## src/hw/rtl/kaf_pkg.sv

```systemverilog
package kaf_pkg;

  // Fraction bits of the time step and of the covariance, gain and noise terms
  localparam int unsigned DT_FRAC_BITS  = 16;
  localparam int unsigned COV_FRAC_BITS = 24;

  // Configuration port
  localparam int unsigned CFG_IDX_W  = 2;
  localparam int unsigned CFG_DATA_W = 32;

  localparam logic [CFG_IDX_W-1:0] CFG_PROC_NOISE_ANGLE = 2'd0;
  localparam logic [CFG_IDX_W-1:0] CFG_PROC_NOISE_BIAS  = 2'd1;
  localparam logic [CFG_IDX_W-1:0] CFG_MEAS_NOISE       = 2'd2;

  localparam logic [31:0] PROC_NOISE_ANGLE_RST = 32'd16777;
  localparam logic [31:0] PROC_NOISE_BIAS_RST  = 32'd50332;
  localparam logic [31:0] MEAS_NOISE_RST       = 32'd503316;

  // Beat widths
  localparam int unsigned IN_DATA_W  = 80;
  localparam int unsigned OUT_DATA_W = 32;

  localparam logic signed [31:0] SAT_MAX = 32'sh7fffffff;
  localparam logic signed [31:0] SAT_MIN = 32'sh80000000;

  typedef struct packed {
    logic               start;
    logic signed [31:0] num;
    logic [32:0]        den;
  } kaf_div_req_t;

  typedef struct packed {
    logic               done;
    logic signed [31:0] gain;
  } kaf_div_rsp_t;

  function automatic logic signed [31:0] sat32(input logic signed [55:0] v);
    logic signed [31:0] r;
    if (v > 56'sd2147483647) begin
      r = SAT_MAX;
    end else if (v < -56'sd2147483648) begin
      r = SAT_MIN;
    end else begin
      r = $signed(v[31:0]);
    end
    return r;
  endfunction

endpackage

```

## src/hw/rtl/kaf_div.sv

```systemverilog
module kaf_div (
  input  logic                  clk,
  input  logic                  rst_n,
  input  kaf_pkg::kaf_div_req_t req,
  output kaf_pkg::kaf_div_rsp_t rsp
);
  import kaf_pkg::*;

  // Restoring long division of |num| * 2^24 + den/2 by den, one quotient bit per cycle.
  logic [31:0] mag;
  logic [55:0] numer;
  logic [33:0] trial;
  logic        fits;

  logic        busy_r;
  logic        done_r;
  logic [4:0]  cnt_r;
  logic        neg_r;
  logic        ovf_r;
  logic [32:0] den_r;
  logic [32:0] rem_r;
  logic [31:0] nlow_r;
  logic [31:0] quo_r;

  assign mag   = req.num[31] ? 32'(-req.num) : req.num;
  assign numer = {mag, 24'd0} + 56'(req.den >> 1);
  assign trial = {rem_r, nlow_r[31]};
  assign fits  = trial >= {1'b0, den_r};

  always_ff @(posedge clk) begin
    if (!rst_n) begin
      busy_r <= 1'b0;
      done_r <= 1'b0;
      cnt_r  <= '0;
    end else begin
      done_r <= 1'b0;
      if (req.start) begin
        neg_r  <= req.num[31];
        den_r  <= req.den;
        ovf_r  <= {9'd0, numer[55:32]} >= req.den;
        rem_r  <= {9'd0, numer[55:32]};
        nlow_r <= numer[31:0];
        cnt_r  <= '0;
        busy_r <= 1'b1;
      end else if (busy_r) begin
        rem_r  <= fits ? 33'(trial - {1'b0, den_r}) : trial[32:0];
        quo_r  <= {quo_r[30:0], fits};
        nlow_r <= {nlow_r[30:0], 1'b0};
        cnt_r  <= cnt_r + 5'd1;
        if (cnt_r == 5'd31) begin
          busy_r <= 1'b0;
          done_r <= 1'b1;
        end
      end
    end
  end

  // Saturate: any quotient of 2^31 or more clips to the rail of its sign
  always_comb begin
    rsp.done = done_r;
    if (ovf_r || quo_r[31]) begin
      rsp.gain = neg_r ? SAT_MIN : SAT_MAX;
    end else begin
      rsp.gain = neg_r ? -$signed(quo_r) : $signed(quo_r);
    end
  end

endmodule
```

## config.mk

```make
export PLATFORM = sky130hd
export DESIGN_NAME = kaf_div
export DESIGN_NICKNAME = d
export VERILOG_FILES = /design/src/hw/rtl/kaf_pkg.sv /design/src/hw/rtl/kaf_div.sv
export SDC_FILE = /design/constraint.sdc
export NUM_CORES = 1
export LEC_CHECK = 0
export BUFFER_PORTS_ARGS = -buffer_cell sky130_fd_sc_hd__buf_4
export CORE_ASPECT_RATIO = 2
export CORE_MARGIN = 2
export CORE_UTILIZATION = 50
export CTS_BUF_LIST = sky130_fd_sc_hd__clkbuf_8
export DETAILED_ROUTE_END_ITERATION = 8
export PLACE_DENSITY = 0.69
export SLEW_MARGIN = 20
export SYNTH_ARGS = -nofsm -noshare
export SYNTH_HDL_FRONTEND = slang
export SYNTH_SLANG_ARGS = --single-unit
```

## constraint.sdc

```tcl
create_clock -name clk -period 6.7 [get_ports clk]
set_input_delay 0.67 -clock clk [delete_from_list [all_inputs] [get_ports clk]]
set_output_delay 0.67 -clock clk [all_outputs]
set_load 0.01 [all_outputs]
```

# After elaboration in Yosys (flattened, before gate mapping)
# Cells that the tools add are included.
[classes]
n_addsub = 5
order_cmp = 2
n_eq_ne = 1
mux = 13
bitwise_logic = 3
reduce_logical = 7
[op_table]
columns = ["cell", "n"]
rows = [
  ["two-way mux 32 bit", 6],
  ["two-way mux 33 bit", 2],
  ["negator 32 bit", 2],
  ["adder 56 x 32 -> 56 bit", 1],
  [">= comparator 34 x 33 -> 1 bit", 1],
  [">= comparator 24 x 33 -> 1 bit", 1],
  ["subtractor 33 bit", 1],
  ["two-way mux 24 bit", 1],
  ["adder 5 x 1 -> 5 bit, second input constant", 1],
  ["equality test 5 bit, second input constant", 1],
  ["two-way mux 1 bit", 4],
  ["AND reduction 2 bit", 2],
  ["inverter 1 bit", 3],
  ["AND reduction 3 bit", 1],
  ["OR reduction 3 bit", 1],
  ["nonzero test 2 bit", 1],
  ["OR reduction 2 bit", 1],
  ["logical OR 1 bit", 1],
]
[totals]
regBits = 139
inputBits = 68
out_inout_bits = 33
elab_cells = 41

# Depth between registers and ports, before layout
# Gate-level depths: netlist (run 1).
[depth]
word_depth = 4
depth_mapped = 24
depth_no_buf = 24

# Worst setup path after synthesis (run 1)
# Ideal clock, no wire load.
[synth_path]
path_kind = "input to register"
startpoint = "in req[64] (netlist bit)"
endpoint = "reg ovf_r, data pin"
setup_ps = 256
arrival_time_ps = 5067
t_required_ps = 6444
path_slack_ps = 1377
cell_stages = 24
n_path_buf = 3
path_cell_list = "clkbuf_1 > clkbuf_1 > clkbuf_1 > o21ai_0 > xnor2_1 > ha_1 > o21ai_0 > o21ai_0 > o2111ai_1 > a211oi_1 > nand3_1 > or3_1 > nor3_1 > xnor2_1 > ha_1 > a21o_1 > a21o_1 > a21oi_1 > nor2b_1 > o21ai_0 > nand2b_1 > a21oi_1 > nor2_1 > o211a_1"
[synth_via]
elab_chain_cells = 4
[synth_lines]
columns = ["item", "line", "text"]
rows = [
  ["start: declaration", "kaf_div.sv:4", "input kaf_pkg::kaf_div_req_t req,"],
  ["negator 32 bit", "kaf_div.sv:25", "assign mag = req.num[31] ? 32'(-req.num) : req.num;"],
  ["two-way mux 32 bit *", "kaf_div.sv:25", ""],
  ["adder 56 x 32 -> 56 bit *", "kaf_div.sv:26", "assign numer = {mag, 24'd0} + 56'(req.den >> 1);"],
  [">= comparator 24 x 33 -> 1 bit *", "kaf_div.sv:40", "ovf_r <= {9'd0, numer[55:32]} >= req.den;"],
  ["end signal: assignment", "kaf_div.sv:40", ""],
  ["end: declaration", "kaf_div.sv:19", "logic ovf_r;"],
]
# Mark *: on every way between the ends. The rest lies on a longest branch, timed or not.
# A chain may end at the register's enable or synchronous reset.

# Worst setup path in the final report (run 1)
[layout_path]
startpoint = "in req[37] (netlist bit)"
endpoint = "reg ovf_r, data pin"
# The elaborated chain is that of the path after synthesis.

==> results of run 1 <==
-- Yosys cell counts, drive strengths merged, types with 4 or more instances --
cell type	instances	area, um^2
mux2	31	349.1
o31ai	8	60.06
nand4	15	100.1
nor2	96	360.4
and2	7	43.79
a221o	8	80.08
o22ai	6	37.54
edfxtp	132	3964
or2	10	62.56
o311ai	6	52.55
ha	69	863.3
clkbuf	35	131.4
o21a	10	75.07
dfxtp	7	140.1
or3	23	153.9
xnor2	67	586.8
nor4	20	152.6
and3	12	75.07
nand3	23	115.1
o21ai	45	225.2
nand3b	5	41.29
o21bai	6	45.04
a31oi	9	56.30
xor2	30	262.8
mux2i	22	220.2
o41ai	10	87.58
nand2b	11	68.82
inv	86	322.8
nand2	65	244.0
or4	4	33.78
a21o	28	210.2
buf	8	42.54
a21oi	65	325.3
a211oi	10	75.07
nor3	31	160.1
nor2b	16	100.1
-- power by group through the flow --
stage | Sequential [uW] | Combinational [uW] | Clock (uW)
final | 1060 | 753 | 769
after global routing | 1060 | 834 | 810
after CTS | 1060 | 754 | 787
after detailed placement | 1080 | 748 | 0
after global placement | 1080 | 737 | 0
after floorplan | 1070 | 540 | 0
-- critical path, cell delays in order --
cell and delay, ns:
buf_4 0.13, or4_1 0.67, o21ai_0 0.26, xnor2_1 0.09, ha_1 0.31, o21a_1 0.13
o31ai_1 0.09, a211oi_1 0.51, nand3_1 0.35, nor3_1 0.42, mux2_2 0.40, xnor2_1 0.21
inv_1 0.07, ha_1 0.30, nand4_1 0.15, nor4_1 0.33, a211oi_1 0.13, a211oi_1 0.45
o211a_1 0.19
-- sequential cells by signal, indices dropped and copies added, names as in the netlist --
| signal | flops |
|---|---|
| busy_r | 1 |
| cnt_r | 5 |
| den_r | 33 |
| done_r | 1 |
| neg_r | 1 |
| nlow_r | 32 |
| ovf_r | 1 |
| quo_r | 32 |
| rem_r | 33 |
-- layout by cell type (no fill, tap or decap), drive strengths merged, types with 30 or more instances in the layout --
cell type    n
xnor2       67
a21oi       65
mux2        31
inv         90
nor3        31
ha          69
nand2       65
xor2        30
buf        105
edfxtp     132
o21ai       45
nor2        96
-- path summary, 6_finish.rpt --
path | startpoint | endpoint | slack [ns]
setup / recovery | req[37] | ovf_r | 1.17
hold / removal | req[7] | den_r[7] | 0.39
setup reg to reg | rem_r[5] | rem_r[4] | 2.42
hold reg to reg | quo_r[22] | quo_r[23] | 0.48
-- logic make-up (layout without fill, tap and decap cells) --
family | after synthesis | in the layout | share of synthesized area (%)
XOR/XNOR | 97 | 97 | 8.146
adder cells (fa/ha/maj) | 71 | 71 | 8.662
buffers and inverters | 129 | 223 | 4.763
AO/OA/AOI/OAI | 251 | 251 | 16.16
flip-flops | 139 | 139 | 39.35
AND/OR/NAND/NOR | 349 | 349 | 17.46
multiplexers | 53 | 53 | 5.459
-- metrics by stage --
stage                     hold WS, ns  utilization, %  cells
after detailed placement       0.4707           55.69   1417
after global placement         0.4665           55.69   1417
after global routing           0.3707           57.86   1449
final                          0.3876           57.86   1449
after floorplan                0.4441               -   1089
after CTS                      0.3608           57.86   1449
-- per-layer routing --
metal	GRT usage, %	routed length (um)
met5	0	0
met1	25.44	10040
met3	3.195	867
met2	45.76	14290
met4	14.02	1374
-- cell type report --
class,instances,area [um^2],area share (%)
Multi-Input combinational cell,821,5848,49.39
Sequential cell,139,4104,34.66
Timing Repair Buffer,105,788.3,6.658
Tap cell,266,332.8,2.811
Inverter,86,322.8,2.726
Clock buffer,17,234.0,1.976
Clock inverter,15,210.2,1.775
==> impl_metrics.json, run 1 <==
{
  "drv_slew": 0,
  "antenna_found_initial": 0,
  "rsz0062_at_grt": "no",
  "hold_viol_final": 0,
  "place_area_um2": 11400,
  "postRouteAntennaNets": 0,
  "grt_pass1_wl_um": 42420,
  "start_kind": "input pin",
  "min_period_over_period_pct": 82.52,
  "ios": 101,
  "skew_ns": 0.01727,
  "coreArea_um2": 20460,
  "die_h_um": 208.2,
  "cp_max_fo": 6,
  "power.net_switching_uw": 810.8,
  "syn_avg_cell_area_um2": 9.576,
  "setup_viol": 0,
  "insertion_delay_ns": 0.47,
  "yosysWarnings": 0,
  "synth_seq_area_share_pct": 39.35,
  "drt_iter0_drc": 440,
  "slew_headroom_pct": 37.70,
  "netlist_instances": 1089,
  "synth_area_um2": 10430,
  "ys.flop_type": "edfxtp_1",
  "arrival_ns": 5.87,
  "drt_drc_violations_left": 0,
  "layout_min_cycle_time_ns": 5.529,
  "num_antenna_cells": 0,
  "post_cts_buffers": 0,
  "cts_hold_buf": 0,
  "path_clk_slew_ns": 0.09,
  "p_int_uw": 1769,
  "dieArea_um2": 22100,
  "reg2regPathDepth": 11,
  "hpwl_um": 20080,
  "die_x_um": 106.1,
  "fin_tns_setup_ns": 0,
  "ir_drop_v": 0.0001770,
  "area_growth_pct": 13.53,
  "worst_slew_pin_slew_ns": 0.9345,
  "synth_cell_types": 75,
  "cp_data_required_time_ns": 7.04,
  "finalNetCount": 1309,
  "cts_tree": "built",
  "viasPerCell": 5.929,
  "grt_overflow": 0,
  "cts.sink_count": 139,
  "powerDensity_nw_per_um2": 217.8,
  "finalPower_uw": 2579,
  "design_area_um2": 11840,
  "synthArstFlopShare_pct": 0,
  "syn_nets": 1228,
  "drt-total-wl_um": 26570,
  "post-place-ws_ns": 0.7144,
  "cts.path.max_buffers": 2,
  "synth_edf_count": 132,
  "drive_gt1_share_pct": 16.48,
  "gp_congestion": 0.9048,
  "grt_max_degree": 78,
  "clkPwrFrac_pct": 29.8,
  "start_util_pct": 50.97,
  "critPathCaptureType": "flop",
  "grt_pass1_vias": 8448,
  "power.leakage_uw": 0.004786,
  "track_usage_pct": 24.44,
  "htreeDepth": 4,
  "path_class": "input pin to flop",
  "cts_root_buf": "clkbuf_8",
  "rows": 74,
  "vias": 8591,
  "routedWlPerCell_um": 18.33,
  "clock.fmax_ghz": 0.1809,
  "status": "finished clean",
  "cts_inserted_buffers": 17,
  "ys_ff_latch": 139,
  "hold_depth": 1,
  "p_comb_share_pct": 29.2,
  "drv_cap": 0,
  "num-fill-cells": 1832,
  "numPortBuffers": 100,
  "seq_power_share_pct": 41.0,
  "hp-class": "input pin to flop",
  "post_cts_resized": 0,
  "drtPass1Iterations": 5,
  "switching_share_pct": 31.44,
  "setup_ws_ns": 1.171
}
(Power assumes the default switching activity.)
==> inputs of run 2 (changes only) <==
- ABC_AREA: not set -> 1
- PLACE_DENSITY: 0.69 -> 0.72
- clock period: 6.7 -> 4.5 ns (I/O delays scaled with it)
==> run 2 against run 1 <==
  * Power rose by 58%
  * Final area is 7.1% higher
  * Highest routed layer unchanged
  * Critical path depth up 7
  * Critical path type unchanged
  * Clock power is 43% higher
  * Non-clock buffer count is 6 higher
  * Critical endpoint unchanged
==> impl_metrics.json, run 2 <==
{
  "viasPerCell": 5.509,
  "cts_hold_buf": 0,
  "grt_max_degree": 61,
  "hp-class": "input pin to flop",
  "skew_ns": 0.01436,
  "status": "finished clean",
  "clock.fmax_ghz": 0.2558,
  "cts.sink_count": 139,
  "drive_gt1_share_pct": 14.15,
  "syn_avg_cell_area_um2": 7.551,
  "routedWlPerCell_um": 17.62,
  "reg2regPathDepth": 15,
  "hpwl_um": 26990,
  "min_period_over_period_pct": 86.87,
  "synth.most_common_cell": "nand2_1",
  "synth_fa_ha_area_share_pct": 8.051,
  "synth_edf_count": 132,
  "cp_max_fo": 5,
  "ir_drop_v": 0.0001845,
  "cts_tree": "built",
  "num-fill-cells": 2149,
  "path_class": "input pin to flop",
  "ios": 101,
  "numPortBuffers": 100,
  "rows": 77,
  "netlist_instances": 1486,
  "synth_common_cells": "389 x nand2_1, 189 x inv_1, 159 x nor2_1",
  "htreeDepth": 4,
  "num_antenna_cells": 0,
  "insertion_delay_ns": 0.50,
  "area_growth_pct": 13.02,
  "synth_area_um2": 11220,
  "slew_headroom_pct": 32.05,
  "hold_depth": 1,
  "synth_area_leaders": "edfxtp_1 35%, nand2_1 13%, ha_1 7.7%",
  "die_x_um": 109.9,
  "power.leakage_uw": 0.005809,
  "vias": 10319,
  "arrival_ns": 4.16,
  "cts_root_buf": "clkbuf_8",
  "drv_slew": 0,
  "gp_congestion": 0.9786,
  "cts.path.max_buffers": 2,
  "grt_overflow": 0,
  "critPathCaptureType": "flop",
  "grt_pass1_wl_um": 51780,
  "drv_cap": 0,
  "post_cts_buffers": 0,
  "syn_nets": 1625,
  "antenna_found_initial": 0,
  "final_common_cell": "nand2_1",
  "cts_inserted_buffers": 17,
  "synth_simple_gate_area_share_pct": 30.91,
  "finalNetCount": 1723,
  "drt-total-wl_um": 32990,
  "yosysWarnings": 0,
  "final_cell_mix": "388 x nand2_1, 191 x inv_1, 158 x nor2_1",
  "worst_slew_pin_slew_ns": 1.018,
  "path_clk_slew_ns": 0.09,
  "drtPass1Iterations": 5,
  "synth_top_area_share_pct": 35.33,
  "cp_data_required_time_ns": 4.75,
  "track_usage_pct": 29.12,
  "powerDensity_nw_per_um2": 320.8,
  "coreArea_um2": 22060,
  "synth_compound_area_share_pct": 10.36,
  "r2r_slack_ns": 1.28,
  "fin_tns_setup_ns": 0,
  "synth_top_family_by_area": "simple AND/OR/NAND/NOR gates",
  "start_kind": "input pin",
  "finalPower_uw": 4069,
  "ys.flop_type": "edfxtp_1",
  "dieArea_um2": 23730,
  "synth_cell_types": 56,
  "rsz0062_at_grt": "no",
  "hold_viol_final": 0,
  "postRouteAntennaNets": 0,
  "layout_min_cycle_time_ns": 3.909,
  "yosysTopAreaCell": "edfxtp_1",
  "grt_pass1_vias": 10423,
  "start_util_pct": 50.86,
  "setup_viol": 0,
  "hold_ws_ns": 0.1354,
  "ys_ff_latch": 139,
  "synthArstFlopShare_pct": 0,
  "post_cts_resized": 0,
  "drt_iter0_drc": 532,
  "synth-xor-area-share_pct": 6.111,
  "die_h_um": 215.9,
  "top_regs": "den_r (33), rem_r (33)",
  "drt_drc_violations_left": 0,
  "synthMuxAreaShare_pct": 0,
  "synth_seq_area_share_pct": 36.57
}
[run 2: cell types whose count changed after synthesis, sizes merged, moves of 16 or more]
cell	previous run	this run
mux2i	22	0
mux2	31	0
xnor2	67	38
nand2	65	417
nor2	96	184
clkbuf	35	16
or3	23	0
a21o	28	5
inv	86	196
o21ai	45	102
nor2b	16	0
nand3	23	88
nand3b	5	25
[run 2: area by class of cell]
| class | instances | area, um^2 | area share, % |
|---|---|---|---|
| Timing Repair Buffer | 111 | 845.8 | 6.669 |
| Sequential cell | 139 | 4104 | 32.36 |
| Inverter | 197 | 739.5 | 5.831 |
| Clock buffer | 17 | 234.0 | 1.845 |
| Clock inverter | 15 | 188.9 | 1.490 |
| Tap cell | 276 | 345.3 | 2.723 |
| Multi-Input combinational cell | 1118 | 6225 | 49.08 |
[run 2: cells by family (layout without fill, tap and decap cells)]
kind of cell	count (synthesis)	after routing
XOR/XNOR	74	74
AND/OR/NAND/NOR	763	763
adder cells (fa/ha/maj)	71	71
buffers and inverters	229	340
flip-flops	139	139
AO/OA/AOI/OAI	210	210
[run 2: per-layer routing]
metal,track usage (%),routed length [um]
met2,54.76,18260
met1,26.61,10820
met4,22.91,2886
met3,3.534,1032
met5,0,0
[run 2: path summary, 6_finish.rpt]
kind | startpoint | endpoint
hold reg to reg | cnt_r[4] | cnt_r[4]
setup / recovery | req[33] | ovf_r
setup reg to reg | nlow_r[31] | rem_r[30]
hold / removal | req[7] | den_r[7]
[run 2: critical path, cell delays in order]
cell and delay, ns:
buf_4 0.12, inv_1 0.11, ha_1 0.23, nand3_2 0.14, nand2_2 0.12, xnor2_1 0.08
ha_1 0.37, nand2_1 0.09, nor2_1 0.09, nand3_1 0.07, nand2_1 0.12, nand2_1 0.06
nand2_1 0.07, nand2_2 0.10, nor3_4 0.25, nand2_1 0.12, o21ai_0 0.39, inv_1 0.09
ha_1 0.28, nand2_1 0.13, o21ai_0 0.13, o21a_1 0.19, o21ai_0 0.14, nand2_1 0.07
nand2_1 0.06, a21oi_1 0.06
[run 2: stage by stage]
| step | cells | util, % | setup slack (ns) | cell area [um^2] |
|---|---|---|---|---|
| detailed placement | 1841 | 55.57 | 0.08511 | 12260 |
| global placement | 1841 | 55.57 | 0.1682 | 12260 |
| CTS | 1873 | 57.48 | 0.6032 | 12680 |
| floorplan | 1486 | - | 0.6312 | 11220 |
| global route | 1873 | 57.48 | 0.2462 | 12680 |
| finish | 1873 | 57.48 | 0.5908 | 12680 |
[run 2: power breakdown]
part / switching, uW / leakage [uW] / internal, uW
sequential: 55.2 / 0.00131 / 1560
combinational: 870 / 0.00428 / 488
clock: 541 / 0.000218 / 559
total: 1470 / 0.00581 / 2600
